`src/hw/rtl/srf_pkg.sv`:
```
package srf_pkg;

  localparam int unsigned StepPeriodMsDef = 100;
  localparam int unsigned AluW            = 34;
  localparam int unsigned CntW            = 32;
  localparam int unsigned BandW           = 28;
  localparam int unsigned DelayW          = 8;
  localparam logic [DelayW-1:0] DelayRst  = DelayW'(1);

  typedef enum logic [1:0] {
    MODE_OFF   = 2'd0,
    MODE_MAX   = 2'd1,
    MODE_SLOPE = 2'd2,
    MODE_ON    = 2'd3
  } mode_e;

  typedef enum logic {
    REQ_SETPOINT = 1'b0,
    REQ_TICK     = 1'b1
  } req_e;

  typedef struct packed {
    logic signed [AluW-1:0] a;
    logic signed [AluW-1:0] b;
    logic                   sub;
  } alu_req_t;

  typedef struct packed {
    logic signed [AluW-1:0] sum;
    logic                   neg;
    logic                   zero;
  } alu_rsp_t;

  typedef struct packed {
    logic               valid;
    logic signed [31:0] level;
    mode_e              mode;
  } res_t;

  function automatic logic signed [AluW-1:0] ext_s24(logic signed [23:0] v);
    return {{(AluW-24){v[23]}}, v};
  endfunction

  function automatic logic signed [AluW-1:0] ext_s32(logic signed [31:0] v);
    return {{(AluW-32){v[31]}}, v};
  endfunction

endpackage

```
`src/hw/rtl/srf_if.sv`:
```
interface srf_in_if;
  logic               valid;
  logic               ready;
  logic               req_type;
  logic signed [23:0] setpoint;
  logic signed [23:0] actual_value;
  logic        [15:0] slope_rising;
  logic        [15:0] slope_falling;
  logic        [6:0]  elapsed_ms;

  modport source (output valid, req_type, setpoint, actual_value, slope_rising,
                  slope_falling, elapsed_ms, input ready);
  modport sink   (input valid, req_type, setpoint, actual_value, slope_rising,
                  slope_falling, elapsed_ms, output ready);
endinterface

interface srf_out_if;
  logic               valid;
  logic               ready;
  logic signed [31:0] filtered_setpoint;
  logic        [1:0]  mode_code;

  modport source (output valid, filtered_setpoint, mode_code, input ready);
  modport sink   (input valid, filtered_setpoint, mode_code, output ready);
endinterface

```
`src/hw/rtl/setpoint_ramp_filter_unit.sv`:
```
// Channel  Dir  Handshake     Payload
// in_i     in   valid/ready   req_type, setpoint, actual_value, slope_rising,
//                             slope_falling, elapsed_ms
// out_o    out  valid/ready   filtered_setpoint, mode_code
// cfg      in   cfg_we_i      cfg_wdata_i -> delay_seconds
//
// One item at a time through a shared 34-bit add/sub unit.
// New setpoint: compare, x10, 8-step shift-add band multiply, x3, output, check;
// compare only if equal to measured value; zero or unchanged: no ALU use. Tick: ms
// add, period sub, compare, max or slope update. Result sits in an output register;
// next item is taken while it waits. rst_ni async low: mode off, delay_seconds 1.
module setpoint_ramp_filter_unit #(
  parameter int unsigned STEP_PERIOD_MS = srf_pkg::StepPeriodMsDef
) (
  input  logic                       clk_i,
  input  logic                       rst_ni,
  srf_in_if.sink                     in_i,
  srf_out_if.source                  out_o,
  input  logic                       cfg_we_i,
  input  logic [srf_pkg::DelayW-1:0] cfg_wdata_i
);

  logic [srf_pkg::DelayW-1:0] delay_q;
  logic                       out_valid_q;
  logic signed [31:0]         out_level_q;
  logic [1:0]                 out_mode_q;
  logic                       res_ready;
  srf_pkg::res_t              res;

  srf_ctrl #(
    .STEP_PERIOD_MS (STEP_PERIOD_MS)
  ) u_ctrl (
    .clk_i       (clk_i),
    .rst_ni      (rst_ni),
    .in_i        (in_i),
    .delay_i     (delay_q),
    .res_ready_i (res_ready),
    .res_o       (res)
  );

  assign res_ready               = !out_valid_q || out_o.ready;
  assign out_o.valid             = out_valid_q;
  assign out_o.filtered_setpoint = out_level_q;
  assign out_o.mode_code         = out_mode_q;

  always_ff @(posedge clk_i or negedge rst_ni) begin
    if (!rst_ni) begin
      delay_q     <= srf_pkg::DelayRst;
      out_valid_q <= 1'b0;
    end else begin
      if (cfg_we_i) begin
        delay_q <= cfg_wdata_i;
      end
      if (res.valid && res_ready) begin
        out_valid_q <= 1'b1;
      end else if (out_o.ready) begin
        out_valid_q <= 1'b0;
      end
    end
  end

  always_ff @(posedge clk_i) begin
    if (res.valid && res_ready) begin
      out_level_q <= res.level;
      out_mode_q  <= res.mode;
    end
  end

endmodule

```
`src/hw/rtl/srf_alu.sv`:
```
module srf_alu (
  input  srf_pkg::alu_req_t req_i,
  output srf_pkg::alu_rsp_t rsp_o
);

  logic signed [srf_pkg::AluW-1:0] sum;

  assign sum        = req_i.sub ? (req_i.a - req_i.b) : (req_i.a + req_i.b);
  assign rsp_o.sum  = sum;
  assign rsp_o.neg  = sum[srf_pkg::AluW-1];
  assign rsp_o.zero = (sum == '0);

endmodule

```
`src/hw/rtl/srf_ctrl.sv`:
```
module srf_ctrl #(
  parameter int unsigned STEP_PERIOD_MS = srf_pkg::StepPeriodMsDef
) (
  input  logic                        clk_i,
  input  logic                        rst_ni,
  srf_in_if.sink                      in_i,
  input  logic [srf_pkg::DelayW-1:0]  delay_i,
  input  logic                        res_ready_i,
  output srf_pkg::res_t               res_o
);

  localparam int unsigned AluW  = srf_pkg::AluW;
  localparam int unsigned CntW  = srf_pkg::CntW;
  localparam int unsigned BandW = srf_pkg::BandW;
  localparam int unsigned IdxW  = $clog2(srf_pkg::DelayW);
  localparam logic [IdxW-1:0] IdxLast = IdxW'(srf_pkg::DelayW - 1);
  localparam logic signed [AluW-1:0] PeriodOp = AluW'(STEP_PERIOD_MS);

  typedef enum logic [14:0] {
    ST_IDLE    = 15'b000000000000001,
    ST_SP_CMP  = 15'b000000000000010,
    ST_SP_X10  = 15'b000000000000100,
    ST_SP_MUL  = 15'b000000000001000,
    ST_SP_X3   = 15'b000000000010000,
    ST_SP_OUT  = 15'b000000000100000,
    ST_SP_CHK  = 15'b000000001000000,
    ST_TK_ADD  = 15'b000000010000000,
    ST_TK_SUB  = 15'b000000100000000,
    ST_TK_CMP  = 15'b000001000000000,
    ST_MX_TRIG = 15'b000010000000000,
    ST_MX_CHK  = 15'b000100000000000,
    ST_SL_STEP = 15'b001000000000000,
    ST_SL_CHK  = 15'b010000000000000,
    ST_DONE    = 15'b100000000000000
  } state_e;

  state_e                 state_q, state_d;
  srf_pkg::mode_e         mode_q, mode_d;
  logic signed [23:0]     target_q, target_d;
  logic signed [31:0]     level_q, level_d;
  logic [15:0]            step_q, step_d;
  logic [BandW-1:0]       band_q, band_d;
  logic [CntW-1:0]        cnt_q, cnt_d;

  logic signed [23:0]     sp_q, sp_d;
  logic signed [23:0]     act_q, act_d;
  logic [15:0]            rise_q, rise_d;
  logic [15:0]            fall_q, fall_d;
  logic [6:0]             ms_q, ms_d;
  logic                   up_q, up_d;
  logic signed [AluW-1:0] acc_q, acc_d;
  logic [BandW-1:0]       mcand_q, mcand_d;
  logic [BandW-1:0]       prod_q, prod_d;
  logic [IdxW-1:0]        idx_q, idx_d;

  srf_pkg::alu_req_t      alu_req;
  srf_pkg::alu_rsp_t      alu_rsp;
  logic                   accept;

  srf_alu u_alu (
    .req_i (alu_req),
    .rsp_o (alu_rsp)
  );

  assign in_i.ready  = (state_q == ST_IDLE);
  assign accept      = in_i.valid && in_i.ready;
  assign res_o.valid = (state_q == ST_DONE);
  assign res_o.level = level_q;
  assign res_o.mode  = mode_q;

  always_comb begin
    alu_req = '0;
    unique case (state_q)
      ST_SP_CMP: begin
        alu_req.a   = srf_pkg::ext_s24(act_q);
        alu_req.b   = srf_pkg::ext_s24(sp_q);
        alu_req.sub = 1'b1;
      end
      ST_SP_X10: begin
        alu_req.a = {{(AluW-19){1'b0}}, step_q, 3'b000};
        alu_req.b = {{(AluW-17){1'b0}}, step_q, 1'b0};
      end
      ST_SP_MUL: begin
        alu_req.a = {{(AluW-BandW){1'b0}}, prod_q};
        alu_req.b = delay_i[idx_q] ? {{(AluW-BandW){1'b0}}, mcand_q} : '0;
      end
      ST_SP_X3: begin
        alu_req.a = {{(AluW-BandW-1){1'b0}}, band_q, 1'b0};
        alu_req.b = {{(AluW-BandW){1'b0}}, band_q};
      end
      ST_SP_OUT: begin
        alu_req.a   = srf_pkg::ext_s24(sp_q);
        alu_req.b   = {2'b00, acc_q[AluW-1:2]};
        alu_req.sub = up_q;
      end
      ST_SP_CHK: begin
        alu_req.a   = srf_pkg::ext_s24(act_q);
        alu_req.b   = srf_pkg::ext_s32(level_q);
        alu_req.sub = 1'b1;
      end
      ST_TK_ADD: begin
        alu_req.a = {{(AluW-CntW){1'b0}}, cnt_q};
        alu_req.b = {{(AluW-7){1'b0}}, ms_q};
      end
      ST_TK_SUB: begin
        alu_req.a   = {{(AluW-CntW){1'b0}}, cnt_q};
        alu_req.b   = PeriodOp;
        alu_req.sub = 1'b1;
      end
      ST_TK_CMP, ST_SL_CHK: begin
        alu_req.a   = srf_pkg::ext_s32(level_q);
        alu_req.b   = srf_pkg::ext_s24(target_q);
        alu_req.sub = 1'b1;
      end
      ST_MX_TRIG: begin
        alu_req.a   = srf_pkg::ext_s24(target_q);
        alu_req.b   = {{(AluW-BandW){1'b0}}, band_q};
        alu_req.sub = up_q;
      end
      ST_MX_CHK: begin
        alu_req.a   = srf_pkg::ext_s24(act_q);
        alu_req.b   = acc_q;
        alu_req.sub = 1'b1;
      end
      ST_SL_STEP: begin
        alu_req.a   = srf_pkg::ext_s32(level_q);
        alu_req.b   = {{(AluW-16){1'b0}}, step_q};
        alu_req.sub = !up_q;
      end
      default: alu_req = '0;
    endcase
  end

  always_comb begin
    state_d  = state_q;
    mode_d   = mode_q;
    target_d = target_q;
    level_d  = level_q;
    step_d   = step_q;
    band_d   = band_q;
    cnt_d    = cnt_q;
    sp_d     = sp_q;
    act_d    = act_q;
    rise_d   = rise_q;
    fall_d   = fall_q;
    ms_d     = ms_q;
    up_d     = up_q;
    acc_d    = acc_q;
    mcand_d  = mcand_q;
    prod_d   = prod_q;
    idx_d    = idx_q;

    unique case (state_q)
      ST_IDLE: begin
        if (accept) begin
          sp_d   = in_i.setpoint;
          act_d  = in_i.actual_value;
          rise_d = in_i.slope_rising;
          fall_d = in_i.slope_falling;
          ms_d   = in_i.elapsed_ms;
          if (in_i.req_type == srf_pkg::REQ_TICK) begin
            state_d = ST_TK_ADD;
          end else if (in_i.setpoint == '0) begin
            target_d = '0;
            level_d  = '0;
            mode_d   = srf_pkg::MODE_OFF;
            state_d  = ST_DONE;
          end else if (mode_q != srf_pkg::MODE_OFF && target_q == in_i.setpoint) begin
            state_d = ST_DONE;
          end else begin
            target_d = in_i.setpoint;
            mode_d   = srf_pkg::MODE_MAX;
            state_d  = ST_SP_CMP;
          end
        end
      end
      ST_SP_CMP: begin
        if (alu_rsp.zero) begin
          level_d = 32'(signed'(target_q));
          mode_d  = srf_pkg::MODE_ON;
          state_d = ST_DONE;
        end else begin
          up_d    = alu_rsp.neg;
          step_d  = alu_rsp.neg ? rise_q : fall_q;
          state_d = ST_SP_X10;
        end
      end
      ST_SP_X10: begin
        mcand_d = alu_rsp.sum[BandW-1:0];
        prod_d  = '0;
        idx_d   = '0;
        state_d = ST_SP_MUL;
      end
      ST_SP_MUL: begin
        prod_d  = alu_rsp.sum[BandW-1:0];
        mcand_d = {mcand_q[BandW-2:0], 1'b0};
        idx_d   = idx_q + 1'b1;
        if (idx_q == IdxLast) begin
          band_d  = alu_rsp.sum[BandW-1:0];
          state_d = ST_SP_X3;
        end
      end
      ST_SP_X3: begin
        acc_d   = alu_rsp.sum;
        state_d = ST_SP_OUT;
      end
      ST_SP_OUT: begin
        level_d = alu_rsp.sum[31:0];
        state_d = ST_SP_CHK;
      end
      ST_SP_CHK: begin
        if (up_q ? (!alu_rsp.neg && !alu_rsp.zero) : alu_rsp.neg) begin
          level_d = 32'(signed'(act_q));
          mode_d  = srf_pkg::MODE_SLOPE;
        end
        state_d = ST_DONE;
      end
      ST_TK_ADD: begin
        cnt_d   = alu_rsp.sum[CntW-1:0];
        state_d = ST_TK_SUB;
      end
      ST_TK_SUB: begin
        if (alu_rsp.neg) begin
          state_d = ST_DONE;
        end else begin
          cnt_d = alu_rsp.sum[CntW-1:0];
          if (mode_q == srf_pkg::MODE_MAX || mode_q == srf_pkg::MODE_SLOPE) begin
            state_d = ST_TK_CMP;
          end else begin
            state_d = ST_DONE;
          end
        end
      end
      ST_TK_CMP: begin
        if (alu_rsp.zero) begin
          mode_d  = srf_pkg::MODE_ON;
          state_d = ST_DONE;
        end else begin
          up_d    = alu_rsp.neg;
          state_d = (mode_q == srf_pkg::MODE_MAX) ? ST_MX_TRIG : ST_SL_STEP;
        end
      end
      ST_MX_TRIG: begin
        acc_d   = alu_rsp.sum;
        state_d = ST_MX_CHK;
      end
      ST_MX_CHK: begin
        if (up_q ? (!alu_rsp.neg && !alu_rsp.zero) : alu_rsp.neg) begin
          mode_d = srf_pkg::MODE_SLOPE;
        end
        state_d = ST_DONE;
      end
      ST_SL_STEP: begin
        level_d = alu_rsp.sum[31:0];
        state_d = ST_SL_CHK;
      end
      ST_SL_CHK: begin
        if (up_q ? (!alu_rsp.neg && !alu_rsp.zero) : alu_rsp.neg) begin
          level_d = 32'(signed'(target_q));
          mode_d  = srf_pkg::MODE_ON;
        end
        state_d = ST_DONE;
      end
      ST_DONE: begin
        if (res_ready_i) begin
          state_d = ST_IDLE;
        end
      end
      default: state_d = ST_IDLE;
    endcase
  end

  always_ff @(posedge clk_i or negedge rst_ni) begin
    if (!rst_ni) begin
      state_q  <= ST_IDLE;
      mode_q   <= srf_pkg::MODE_OFF;
      target_q <= '0;
      level_q  <= '0;
      step_q   <= '0;
      band_q   <= '0;
      cnt_q    <= '0;
    end else begin
      state_q  <= state_d;
      mode_q   <= mode_d;
      target_q <= target_d;
      level_q  <= level_d;
      step_q   <= step_d;
      band_q   <= band_d;
      cnt_q    <= cnt_d;
    end
  end

  always_ff @(posedge clk_i) begin
    sp_q    <= sp_d;
    act_q   <= act_d;
    rise_q  <= rise_d;
    fall_q  <= fall_d;
    ms_q    <= ms_d;
    up_q    <= up_d;
    acc_q   <= acc_d;
    mcand_q <= mcand_d;
    prod_q  <= prod_d;
    idx_q   <= idx_d;
  end

  a_off_clears: assert property (@(posedge clk_i) disable iff (!rst_ni)
    mode_q == srf_pkg::MODE_OFF |-> level_q == '0 && target_q == '0)
    else $error("off mode with nonzero level or target");

  a_accept_leaves_idle: assert property (@(posedge clk_i) disable iff (!rst_ni)
    accept |=> state_q != ST_IDLE)
    else $error("accepted item did not start");

  a_cnt_only_on_tick: assert property (@(posedge clk_i) disable iff (!rst_ni)
    state_q != ST_TK_ADD && state_q != ST_TK_SUB |=> $stable(cnt_q))
    else $error("ms accumulator changed outside tick handling");

  a_done_holds: assert property (@(posedge clk_i) disable iff (!rst_ni)
    state_q == ST_DONE && !res_ready_i |=> state_q == ST_DONE && $stable(level_q))
    else $error("result dropped while stalled");

endmodule

```
`src/flat_wrapper.sv`:
```
// flat-port wrapper written by rule: the top's interface ports become plain ports
module setpoint_ramp_filter_unit_flat 
#(
  parameter int unsigned STEP_PERIOD_MS = srf_pkg::StepPeriodMsDef
)
  (clk_i, rst_ni, cfg_we_i, cfg_wdata_i, in_i_valid, in_i_req_type, in_i_setpoint, in_i_actual_value, in_i_slope_rising, in_i_slope_falling, in_i_elapsed_ms, in_i_ready, out_o_valid, out_o_filtered_setpoint, out_o_mode_code, out_o_ready);
  srf_in_if in_i_i ();
  srf_out_if out_o_i ();
  input  logic clk_i;
  input  logic rst_ni;
  input  logic cfg_we_i;
  input  logic [srf_pkg::DelayW-1:0] cfg_wdata_i;
  input wire logic [$bits(in_i_i.valid)-1:0] in_i_valid;
  input wire logic [$bits(in_i_i.req_type)-1:0] in_i_req_type;
  input wire logic [$bits(in_i_i.setpoint)-1:0] in_i_setpoint;
  input wire logic [$bits(in_i_i.actual_value)-1:0] in_i_actual_value;
  input wire logic [$bits(in_i_i.slope_rising)-1:0] in_i_slope_rising;
  input wire logic [$bits(in_i_i.slope_falling)-1:0] in_i_slope_falling;
  input wire logic [$bits(in_i_i.elapsed_ms)-1:0] in_i_elapsed_ms;
  output wire logic [$bits(in_i_i.ready)-1:0] in_i_ready;
  output wire logic [$bits(out_o_i.valid)-1:0] out_o_valid;
  output wire logic [$bits(out_o_i.filtered_setpoint)-1:0] out_o_filtered_setpoint;
  output wire logic [$bits(out_o_i.mode_code)-1:0] out_o_mode_code;
  input wire logic [$bits(out_o_i.ready)-1:0] out_o_ready;
  assign in_i_i.valid = in_i_valid;
  assign in_i_i.req_type = in_i_req_type;
  assign in_i_i.setpoint = in_i_setpoint;
  assign in_i_i.actual_value = in_i_actual_value;
  assign in_i_i.slope_rising = in_i_slope_rising;
  assign in_i_i.slope_falling = in_i_slope_falling;
  assign in_i_i.elapsed_ms = in_i_elapsed_ms;
  assign in_i_ready = in_i_i.ready;
  assign out_o_valid = out_o_i.valid;
  assign out_o_filtered_setpoint = out_o_i.filtered_setpoint;
  assign out_o_mode_code = out_o_i.mode_code;
  assign out_o_i.ready = out_o_ready;
  setpoint_ramp_filter_unit #(.STEP_PERIOD_MS(STEP_PERIOD_MS)) u_core (.clk_i(clk_i), .rst_ni(rst_ni), .in_i(in_i_i), .out_o(out_o_i), .cfg_we_i(cfg_we_i), .cfg_wdata_i(cfg_wdata_i));
endmodule
```
`config.mk`:
```
export PLATFORM = sky130hd
export DESIGN_NAME = setpoint_ramp_filter_unit_flat
export DESIGN_NICKNAME = d
export VERILOG_FILES = /design/src/hw/rtl/srf_pkg.sv /design/src/hw/rtl/srf_if.sv /design/src/hw/rtl/setpoint_ramp_filter_unit.sv /design/src/hw/rtl/srf_alu.sv /design/src/hw/rtl/srf_ctrl.sv /design/src/flat_wrapper.sv
export SDC_FILE = /design/constraint.sdc
export NUM_CORES = 1
export LEC_CHECK = 0
export BUFFER_PORTS_ARGS = -buffer_cell sky130_fd_sc_hd__buf_2
export CORE_MARGIN = 2
export CORE_UTILIZATION = 30
export CTS_CLUSTER_SIZE = 14
export DETAILED_ROUTE_END_ITERATION = 10
export GPL_TIMING_DRIVEN = 0
export HOLD_SLACK_MARGIN = 0.1
export PLACE_DENSITY = 0.51
export SYNTH_ARGS = -nofsm -noshare
export SYNTH_HDL_FRONTEND = slang
export SYNTH_SLANG_ARGS = --single-unit
```
`constraint.sdc`:
```
create_clock -name clk_i -period 13.8 [get_ports clk_i]
set_clock_uncertainty 0.1 [all_clocks]
set_input_delay 2.76 -clock clk_i [delete_from_list [all_inputs] [get_ports clk_i]]
set_output_delay 2.76 -clock clk_i [all_outputs]
set_load 0.03 [all_outputs]
```
### Word-level counts from Yosys, hierarchy flattened

Index checks and enable logic that the tools add are counted.

| operators by class | value |
|---|---|
| mux-type cells | 44 |
| add/sub/neg operators | 3 |
| reductions and logical operators | 35 |
| bitwise gates (word level) | 2 |
| shift operators | 0 |
| order comparisons | 1 |
| div/mod/pow operators | 0 |
| equality and inequality tests | 32 |
| multipliers | 0 |

Operators by type and width:

| operator | number |
|---|---|
| $pmux 68 s12 | 1 |
| $mux 32 | 7 |
| $pmux 15 s13 | 1 |
| $pmux 32 s5 | 1 |
| $mux 15 | 10 |
| $pmux 28 s2 | 2 |
| $pmux 32 s2 | 1 |
| $mux 24 | 2 |
| $add 34x34->34 | 1 |
| $logic_not 34->1 | 1 |
| $mux 34 | 1 |
| $sub 34x34->34 | 1 |
| $mux 28 | 1 |
| $eq 24x24->1 | 1 |
| $logic_not 24->1 | 1 |
| $mux 16 | 1 |
| $eq 15x1->1 const B | 1 |
| $eq 15x10->1 const B | 1 |
| $eq 15x11->1 const B | 1 |
| $eq 15x12->1 const B | 1 |
| $eq 15x13->1 const B | 1 |
| $eq 15x14->1 const B | 1 |
| $eq 15x15->1 const B | 1 |
| $eq 15x2->1 const B | 1 |
| 36 further kinds | 76 |

| word-level totals | value |
|---|---|
| bits in registers | 373 |
| memory bits (writable) | 0 |
| output and inout port bits | 36 |
| word-level logic and storage cells | 138 |
| ROM bits | 0 |
| bits in latches | 0 |
| memories kept | 0 |

### Logic depth before layout (Yosys ltp)

Gate-level depths: netlist of run 1.

| depth | value |
|---|---|
| depth after elaboration | 12 |
| mapped depth | 32 |

### Cells and area by module

A second synthesis of run 1 with hierarchy kept.

| second synthesis, totals | value |
|---|---|
| cells, all modules | 1760 |
| area, all modules | 19730.2 µm² |

Modules (own cells, without submodules):

| module | cells an instance | area each (µm²) | instances |
|---|---|---|---|
| srf_ctrl | 1307 | 15578.7 | 1 |
| srf_alu | 398 | 2753.9 | 1 |
| setpoint_ramp_filter_unit | 55 | 1397.6 | 1 |

### Worst setup path after synthesis of run 1

No wires, ideal clock.

| timing | value |
|---|---|
| path kind | register -> register |
| from | reg u_core.u_ctrl.state_q[6] |
| to | reg u_core.u_ctrl.level_q[10] |
| data required time | 13.575 ns |
| cell stages (with the launch flop) | 30 |
| setup time | 0.125 ns |
| arrival | 6.953 ns |
| path slack | 6.621 ns |
| path buffers | 6 |
| cell sequence | dfrtp_1 > or4_1 > buf_4 > buf_2 > nor3_1 > and3_1 > buf_2 > nor2_1 > a21oi_1 > or3_1 > buf_1 > clkbuf_1 > nand2_1 > o21ai_0 > inv_1 > fa_1 > nor2b_1 > o31a_1 > a21oi_2 > o311ai_2 > a21o_1 > xnor2_1 > inv_1 > or3_1 > or4_1 > nor4_2 > nor4_1 > a211oi_2 > buf_6 > mux2_4 |

RTL lines:

| item | RTL line | source |
|---|---|---|
| start: declaration | srf_ctrl.sv:37 | `state_e state_q, state_d;` |
| start signal: assignment | srf_ctrl.sv:283 | `state_q <= state_d;` |
| end signal: assignment | srf_ctrl.sv:286 | `level_q <= level_d;` |
| end: declaration | srf_ctrl.sv:40 | `logic signed [31:0] level_q, level_d;` |

### Worst setup path after layout of run 1

| timing | value |
|---|---|
| from | reg u_core.u_ctrl.state_q[1] |
| to | reg u_core.u_ctrl.level_q[26] |

| between the ends | value |
|---|---|
| word-level cells in the longest chain between the ends | 11 |
| elaborated cells between the ends (all ways) | 38 |
| those cells by class | add/sub (2); eq/ne (20); mux (5); reduce/logical (11) |

RTL lines:

| item | RTL line | source |
|---|---|---|
| $eq 15x14->1 or $eq 15x10->1 (tied branches) | srf_ctrl.sv:73, srf_ctrl.sv:153 |  |
| $reduce_or 2->1 | -- |  |
| $pmux 68 s12 | srf_ctrl.sv:73 | `unique case (state_q)` |
| $add 34x34->34 or $sub 34x34->34 (tied branches) | srf_alu.sv:8 | `assign sum = req_i.sub ? (req_i.a - req_i.b) : (req_i.a + req_i.b);` |
| $mux 34 | srf_alu.sv:8 |  |
| $logic_not 34->1 | srf_alu.sv:11 | `assign rsp_o.zero = (sum == '0);` |
| $logic_not 1->1 | srf_ctrl.sv:212, srf_ctrl.sv:258 |  |
| $logic_and 1x1->1 | srf_ctrl.sv:212, srf_ctrl.sv:258 |  |
| $mux 1 | srf_ctrl.sv:212, srf_ctrl.sv:258 |  |
| $ne 2x2->1 (no line) | -- |  |
| $reduce_and 7->1 (no line) | -- |  |

Parallel ways exist; a longest one is shown, timed or not.
A chain may end at the register's enable or synchronous reset.

==> results.sh, run 1 <==
export IMPL_violations="DRC, capacitance limit, slew limit"
export IMPL_yosys_area_share_adder_pct=2.41
export IMPL_cts_resized=0
export IMPL_place_hpwl_um=74500
export IMPL_switching_share_pct=51.6
export IMPL_end_kind="flop"
export IMPL_slew_headroom_pct=-2.27
export IMPL_synthCells=1889
export IMPL_io_buffers=135
export IMPL_p_int_mw=3.75
export IMPL_hold_path_class="reg -> reg"
export IMPL_ys_warn_count=0
export IMPL_rsz0062_at_grt="no"
export IMPL_hold_viol=0
export IMPL_htree_levels=2
export IMPL_ir_worst_vdd_mv=0.196
export IMPL_syn_avg_cell_area_um2=10.9
export IMPL_min_period_over_period_pct=86.0
export IMPL_synth_seq_cells=373
export IMPL_die_x_um=266
export IMPL_r2r_setup_slack_ns=1.94
export IMPL_power_frac_clock_pct=16.9
export IMPL_synthXorXnorAreaFrac_pct=3.57
export IMPL_async_flop_share_pct=42.4
export IMPL_power_frac_seq_pct=25.3
export IMPL_synth_top_cell_area_share_pct=31.4
export IMPL_required_ns=14.17
export IMPL_maxCapViolCount=1
export IMPL_hold_buffers=0
export IMPL_dr_first_iter_drc_count=2736
export IMPL_reg2reg_depth=26
export IMPL_nets=2221
export IMPL_p_per_area_nw_per_um2=321
export IMPL_synth_edf_count=215
export IMPL_p_comb_share_pct=57.9
export IMPL_crit_start="u_core.u_ctrl.state_q[1]"
export IMPL_wire_per_inst_um=33.6
export IMPL_drt_total_wl_um=101000
export IMPL_status="finished with violations"
export IMPL_fin_setup_tns_ns=0
export IMPL_min_delay_path_depth=0
export IMPL_cts_sinks=373
export IMPL_antenna_found_initial=4
export IMPL_path_clk_slew_ns=0.06
export IMPL_ioPinCount=137
export IMPL_fillers=6853
export IMPL_synth_area_leaders="edfxtp_1 (31%), dfrtp_1 (19%), nand2_1 (3.9%), o21ai_0 (3.3%), a222oi_1 (3.2%)"
export IMPL_period_needed_ns=11.86
export IMPL_r2r_end="u_core.u_ctrl.level_q[26]"
export IMPL_rows=96
export IMPL_clk_insertion_delay_late_ns=0.62
export IMPL_dr_pass1_iters=11
export IMPL_fmaxAchievable_ghz=0.0843
export IMPL_synth_flop_cell="edfxtp_1"
export IMPL_synthMuxAreaShare_pct=5.22
export IMPL_yosysTopAreaCell="edfxtp_1"
export IMPL_p_sw_mw=4.00
export IMPL_yosysMostFrequentCell="edfxtp_1"
export IMPL_clk_path_buf_depth=3
export IMPL_finalSetupViolations=0
export IMPL_start_util_pct=30.2
export IMPL_postCtsSetupBuffers=0
export IMPL_vias_per_cell=6.06
export IMPL_grt_pass1_wl_um=140000
export IMPL_cts_made_buffers=46
export IMPL_synth_compound_area_share_pct=18.2
export IMPL_gp_congestion=1.04
export IMPL_start_kind="flop"
export IMPL_die_h_um=266
export IMPL_dp_cells=2915
export IMPL_holdPathEnd="u_core.out_o.mode_code[1]"
export IMPL_synth_simple_area_share_pct=16.2
export IMPL_core_um2=68200
export IMPL_area_delta_synth_final_pct=17.5
export IMPL_synth_common_cells="edfxtp_1 (215), nand2_1 (213), dfrtp_1 (156)"
export IMPL_grt_overflow=0
export IMPL_leakage_nw=9.53
export IMPL_r2r_start="u_core.u_ctrl.state_q[1]"
export IMPL_seq_area_frac_synth_pct=50.6
export IMPL_vias=18192
export IMPL_worstPathArrival_ns=12.24
export IMPL_crit_fanout=10
export IMPL_hold_start="u_core.u_ctrl.mode_q[1]"
export IMPL_gr_usage_all_layers_pct=28.2
export IMPL_slew_violations=6
export IMPL_synth_nets=2029
export IMPL_grt_max_degree=91
export IMPL_synth_distinct_cells=98
export IMPL_cts_tree="built"
export IMPL_postRouteAntennaNets=0
export IMPL_drive_gt1_share_pct=19.3
export IMPL_critPathKind="reg -> reg"
export IMPL_final_cells=3004
export IMPL_grt_pass1_vias=18031
export IMPL_drc=3
export IMPL_worst_pin_slew_ns=1.52
export IMPL_synth_top_family_by_area="compound AO/OA/AOI/OAI gates"
export IMPL_fp_dieArea_um2=70700
export IMPL_root_buffer="clkbuf_16"
export IMPL_synth_area_um2=20600
-- flip-flops by register name (all words and copies together) (netlist names), 8 cells and up --
register and count:
u_core.u_ctrl.rise_q 16, u_core.u_ctrl.acc_q 34, u_core.u_ctrl.band_q 28, u_core.u_ctrl.sp_q 24, u_core.u_ctrl.state_q 15, u_core.u_ctrl.mcand_q 28, u_core.u_ctrl.act_q 24, u_core.u_ctrl.target_q 24
u_core.u_ctrl.fall_q 16, u_core.u_ctrl.prod_q 28, u_core.out_o.filtered_setpoint 32, u_core.u_ctrl.cnt_q 32, u_core.u_ctrl.step_q 16, u_core.delay_q 8, u_core.u_ctrl.level_q 32
-- worst max-delay path, cell delays in order (launching register included) --
cell and delay [ns]:
dfrtp_1 0.43, or4_1 0.50, buf_2 0.24, nor2_1 0.41, clkbuf_1 0.96, o21ai_1 0.37
nand2_2 0.39, or2_1 0.30, or3_1 0.18, buf_1 0.32, clkbuf_1 0.81, a21oi_1 0.13
xor2_1 0.20, ha_1 0.37, and2_1 0.19, a221oi_2 0.53, a2111oi_1 0.22, nor3_1 1.07
a21oi_1 0.22, xnor2_1 0.87, nand2_1 0.09, or4_1 0.60, nor4_2 0.54, nor4_1 0.14
a211oi_2 0.84, buf_6 0.36, mux2_4 0.32
-- how the worst max path moves through the flow --
stage | end | cells past startpoint
CTS | u_core.u_ctrl.level_q[23] | 26
finish | u_core.u_ctrl.level_q[26] | 26
global placement | u_core.u_ctrl.level_q[23] | 26
detailed placement | u_core.u_ctrl.level_q[23] | 26
global route | u_core.u_ctrl.level_q[27] | 26
floorplan | u_core.u_ctrl.level_q[10] | 29
-- logic make-up (layout without fill, tap and decap cells) --
group           count (synthesis)  count (layout)
compound gates                512             512
xor+xnor                       80              80
fa+ha+maj                      39              39
buf+inv                       171             401
flops                         373             373
mux                            85              85
other cells                     0               3
simple gates                  629             629
-- placed cells by master (no fill, tap or decap), types with 22 or more instances in the layout --
cell / Yosys / routed
a21oi_1: 57 / 57
a222oi_1: 66 / 66
a22o_1: 32 / 32
a22oi_1: 73 / 73
a32oi_1: 22 / 22
and3_1: 25 / 25
buf_2: 24 / 159
clkbuf_1: 67 / 79
clkbuf_16: 0 / 46
dfrtp_1: 156 / 156
edfxtp_1: 215 / 215
ha_1: 38 / 38
inv_1: 52 / 52
mux2_2: 45 / 45
mux2_4: 27 / 27
nand2_1: 213 / 213
nand3_1: 78 / 78
nand4_1: 26 / 26
nor2_1: 89 / 88
nor3_1: 30 / 29
nor4_1: 29 / 27
o21ai_0: 136 / 136
xnor2_1: 44 / 44
xor2_1: 33 / 33
-- routing by layer --
layer  up-vias  part of all wire (%)  global-route usage (%)
met4         2                   5.5                    14.2
li1       7711                     -                       -
met2      1106                    45                    44.3
met5         -                 0.013                       0
met1      9134                    40                    36.7
met3       239                   9.2                    5.88
-- final cells by class --
class / instances / area [µm²] / share of cell area (%)
Tap cell: 882 / 1100 / 4.56
Inverter: 53 / 199 / 0.822
Timing Repair Buffer: 144 / 831 / 3.43
Sequential cell: 373 / 10400 / 43.0
Clock buffer: 61 / 1240 / 5.12
Antenna cell: 3 / 7.51 / 0.0310
Clock inverter: 25 / 367 / 1.52
Buffer: 118 / 578 / 2.39
Multi-Input combinational cell: 1345 / 9460 / 39.1
-- metrics by stage --
stage,worst slack (ns),util [%],power (mW),instance area [µm²],hold WS [ns]
floorplan,6.62,-,4.56,20600,0.325
global placement,1.72,32.8,6.23,22400,0.339
detailed placement,2.55,33.1,6.29,22600,0.342
CTS,2.48,35.4,7.63,24200,0.356
global route,2.04,35.4,8.07,24200,0.389
finish,1.94,35.5,7.76,24200,0.358
-- power groups by stage --
| stage | Sequential, mW | Clock (mW) | Combinational [mW] |
|---|---|---|---|
| after floorplan | 1.82 | 0 | 2.75 |
| after global placement | 1.98 | 0 | 4.25 |
| after detailed placement | 1.97 | 0 | 4.33 |
| after CTS | 1.95 | 1.33 | 4.35 |
| after global routing | 1.97 | 1.37 | 4.73 |
| final | 1.96 | 1.31 | 4.49 |
(Power assumes the default switching activity.)
==> run 2: changes to the inputs <==
Settings changed: CAP_MARGIN from default to 20, CORE_UTILIZATION 30 to 25, PLACE_DENSITY 0.51 to 0.46.
==> run 2 against run 1 <==
The flow now finishes without violations. Routed wire length rose by 3.7%. Critical path type unchanged. Final cell count rose by 6.8%. Maximum frequency rose by 0.34%. Largest power group unchanged. Non-clock buffer count rose by 16. Setup slack improved by 0.040 ns. Critical path depth rose by 1. Register-to-register slack improved by 0.04 ns. Flip-flop and latch count did not move. Global-route usage fell by 4.0 points. First-iteration DRC count fell by 9.4%. Count of clock-buffer cells in the layout fell by 4.
==> results.sh, run 2 (synthesized netlist as in run 1, its figures left out) <==
export IMPL_status="completed"
export IMPL_slew_violations=0
export IMPL_root_buffer="clkbuf_16"
export IMPL_critPathKind="reg -> reg"
export IMPL_postRouteAntennaNets=0
export IMPL_grt_max_degree=82
export IMPL_cts_made_buffers=47
export IMPL_ioPinCount=137
export IMPL_postCtsSetupBuffers=0
export IMPL_dr_first_iter_drc_count=2479
export IMPL_p_per_area_nw_per_um2=321
export IMPL_clk_path_buf_depth=3
export IMPL_pre_cts_slack_ns=2.39
export IMPL_hold_viol=0
export IMPL_end_kind="flop"
export IMPL_place_hpwl_um=78400
export IMPL_dr_pass1_iters=9
export IMPL_maxCapViolCount=0
export IMPL_r2r_end="u_core.u_ctrl.level_q[13]"
export IMPL_grt_overflow=0
export IMPL_cts_resized=0
export IMPL_period_needed_ns=11.83
export IMPL_slowest_stage="o311ai_2"
export IMPL_path_clk_slew_ns=0.08
export IMPL_fp_dieArea_um2=84600
export IMPL_mostFrequentLayoutCells="edfxtp_1 (215), nand2_1 (213), buf_2 (160), dfrtp_1 (156), o21ai_0 (136)"
export IMPL_start_kind="flop"
export IMPL_cts_sinks=373
export IMPL_rows=105
export IMPL_io_buffers=135
export IMPL_hold_buffers=0
export IMPL_nets=2238
export IMPL_fillers=8469
export IMPL_worst_pin_slew_ns=1.30
export IMPL_start_util_pct=25.1
export IMPL_leakage_nw=9.64
export IMPL_final_common_cell="edfxtp_1"
export IMPL_multiInputGateArea_um2=9450
export IMPL_die_h_um=291
export IMPL_min_period_over_period_pct=85.7
export IMPL_clk_insertion_delay_late_ns=0.64
export IMPL_drc=0
export IMPL_top_register="u_core.u_ctrl.acc_q"
export IMPL_fin_area_um2=24600
export IMPL_gp_congestion=1.00
export IMPL_crit_start="u_core.u_ctrl.state_q[1]"
export IMPL_fin_setup_tns_ns=0
export IMPL_drt_total_wl_um=105000
export IMPL_finish_utilization_pct=30.1
export IMPL_die_x_um=291
export IMPL_endpoint="u_core.u_ctrl.level_q[13]"
export IMPL_finalSetupViolations=0
export IMPL_rsz0062_at_grt="no"
export IMPL_worstPathArrival_ns=12.22
export IMPL_critPathMaxStageDelay_ns=1.07
export IMPL_gr_usage_all_layers_pct=24.1
export IMPL_hold_path_class="reg -> reg"
export IMPL_ir_worst_vdd_mv=0.181
export IMPL_wire_per_inst_um=32.6
export IMPL_vias=18234
export IMPL_path_delay_family="simple AND/OR/NAND/NOR gates"
export IMPL_hold_slack_ns=0.346
export IMPL_critPathBufInv=6
export IMPL_timing_final_ws_setup_ns=1.97
export IMPL_crit_fanout=10
export IMPL_cts_tree="built"
export IMPL_slew_headroom_pct=13.2
export IMPL_fmaxAchievable_ghz=0.0846
export IMPL_grt_pass1_vias=18228
export IMPL_antenna_found_initial=2
export IMPL_area_delta_synth_final_pct=19.7
export IMPL_cp_depth=27
export IMPL_dpl_cell_area_um2=23000
export IMPL_seq_area_um2=10400
export IMPL_core_um2=81800
export IMPL_reg2reg_depth=27
export IMPL_vias_per_cell=5.68
export IMPL_largest_reg_flops=34
export IMPL_drive_gt1_share_pct=20.1
export IMPL_r2r_start="u_core.u_ctrl.state_q[1]"
export IMPL_htree_levels=2
export IMPL_grt_pass1_wl_um=145000
export IMPL_required_ns=14.19
export IMPL_r2r_setup_slack_ns=1.97
## run 2: where the power goes
group          switching [mW]  internal, mW
combinational            3.24          1.36
clock                   0.566         0.765
sequential              0.314          1.65
## run 2: metrics by stage
step	cells	total power, mW
6_report	3208	7.90
5_1_grt	3206	8.23
4_1_cts	3205	7.76
3_5_place_dp	3118	6.41
3_3_place_gp	3094	6.30
2_1_floorplan	1889	4.56
## run 2: how the worst min path moves through the flow
stage / from / end / slack [ns] / cells past startpoint
2_1_floorplan: u_core.u_ctrl.mode_q[1] / u_core.out_o.mode_code[1] / 0.32 / 0
3_3_place_gp: u_core.u_ctrl.mode_q[1] / u_core.out_o.mode_code[1] / 0.34 / 0
3_5_place_dp: u_core.u_ctrl.mode_q[1] / u_core.out_o.mode_code[1] / 0.34 / 0
4_1_cts: u_core.u_ctrl.mode_q[1] / u_core.out_o.mode_code[1] / 0.35 / 0
5_1_grt: u_core.u_ctrl.mode_q[1] / u_core.out_o.mode_code[1] / 0.37 / 0
6_report: u_core.u_ctrl.mode_q[1] / u_core.out_o.mode_code[1] / 0.35 / 0
## run 2: final cells by class
cell class	instances	area share, %
Timing Repair Buffer	160	4.10
Inverter	53	0.808
Sequential cell	373	42.3
Clock inverter	30	1.58
Tap cell	1070	5.44
Antenna cell	2	0.0203
Buffer	118	2.35
Multi-Input combinational cell	1345	38.4
Clock buffer	57	5.05
## run 2: worst reg2reg max path: stages, from the launching register on
cell,delay (ns)
dfrtp_1,0.43
or4_1,0.51
buf_2,0.24
nor2_1,0.44
clkbuf_1,0.89
o21ai_1,0.38
nand2_2,0.39
or2_1,0.30
or3_1,0.19
buf_1,0.29
clkbuf_1,0.78
nand2_1,0.10
o21ai_0,0.17
inv_1,0.10
fa_1,0.43
nor2b_1,0.18
o31a_1,0.34
a21oi_2,0.16
o311ai_2,1.07
a31oi_1,0.24
xor2_1,0.95
nand4_1,0.21
or4_1,0.50
nor4_2,0.59
nor4_1,0.15
a211oi_2,0.86
buf_6,0.33
mux2_4,0.35
## run 2: per-layer routing
layer	global-route usage, %	up-vias	wire (µm)
met5	0	-	0
met4	11.7	0	5430
met3	4.12	205	8180
met2	38.0	964	47000
met1	32.1	9315	44000
li1	-	7750	-
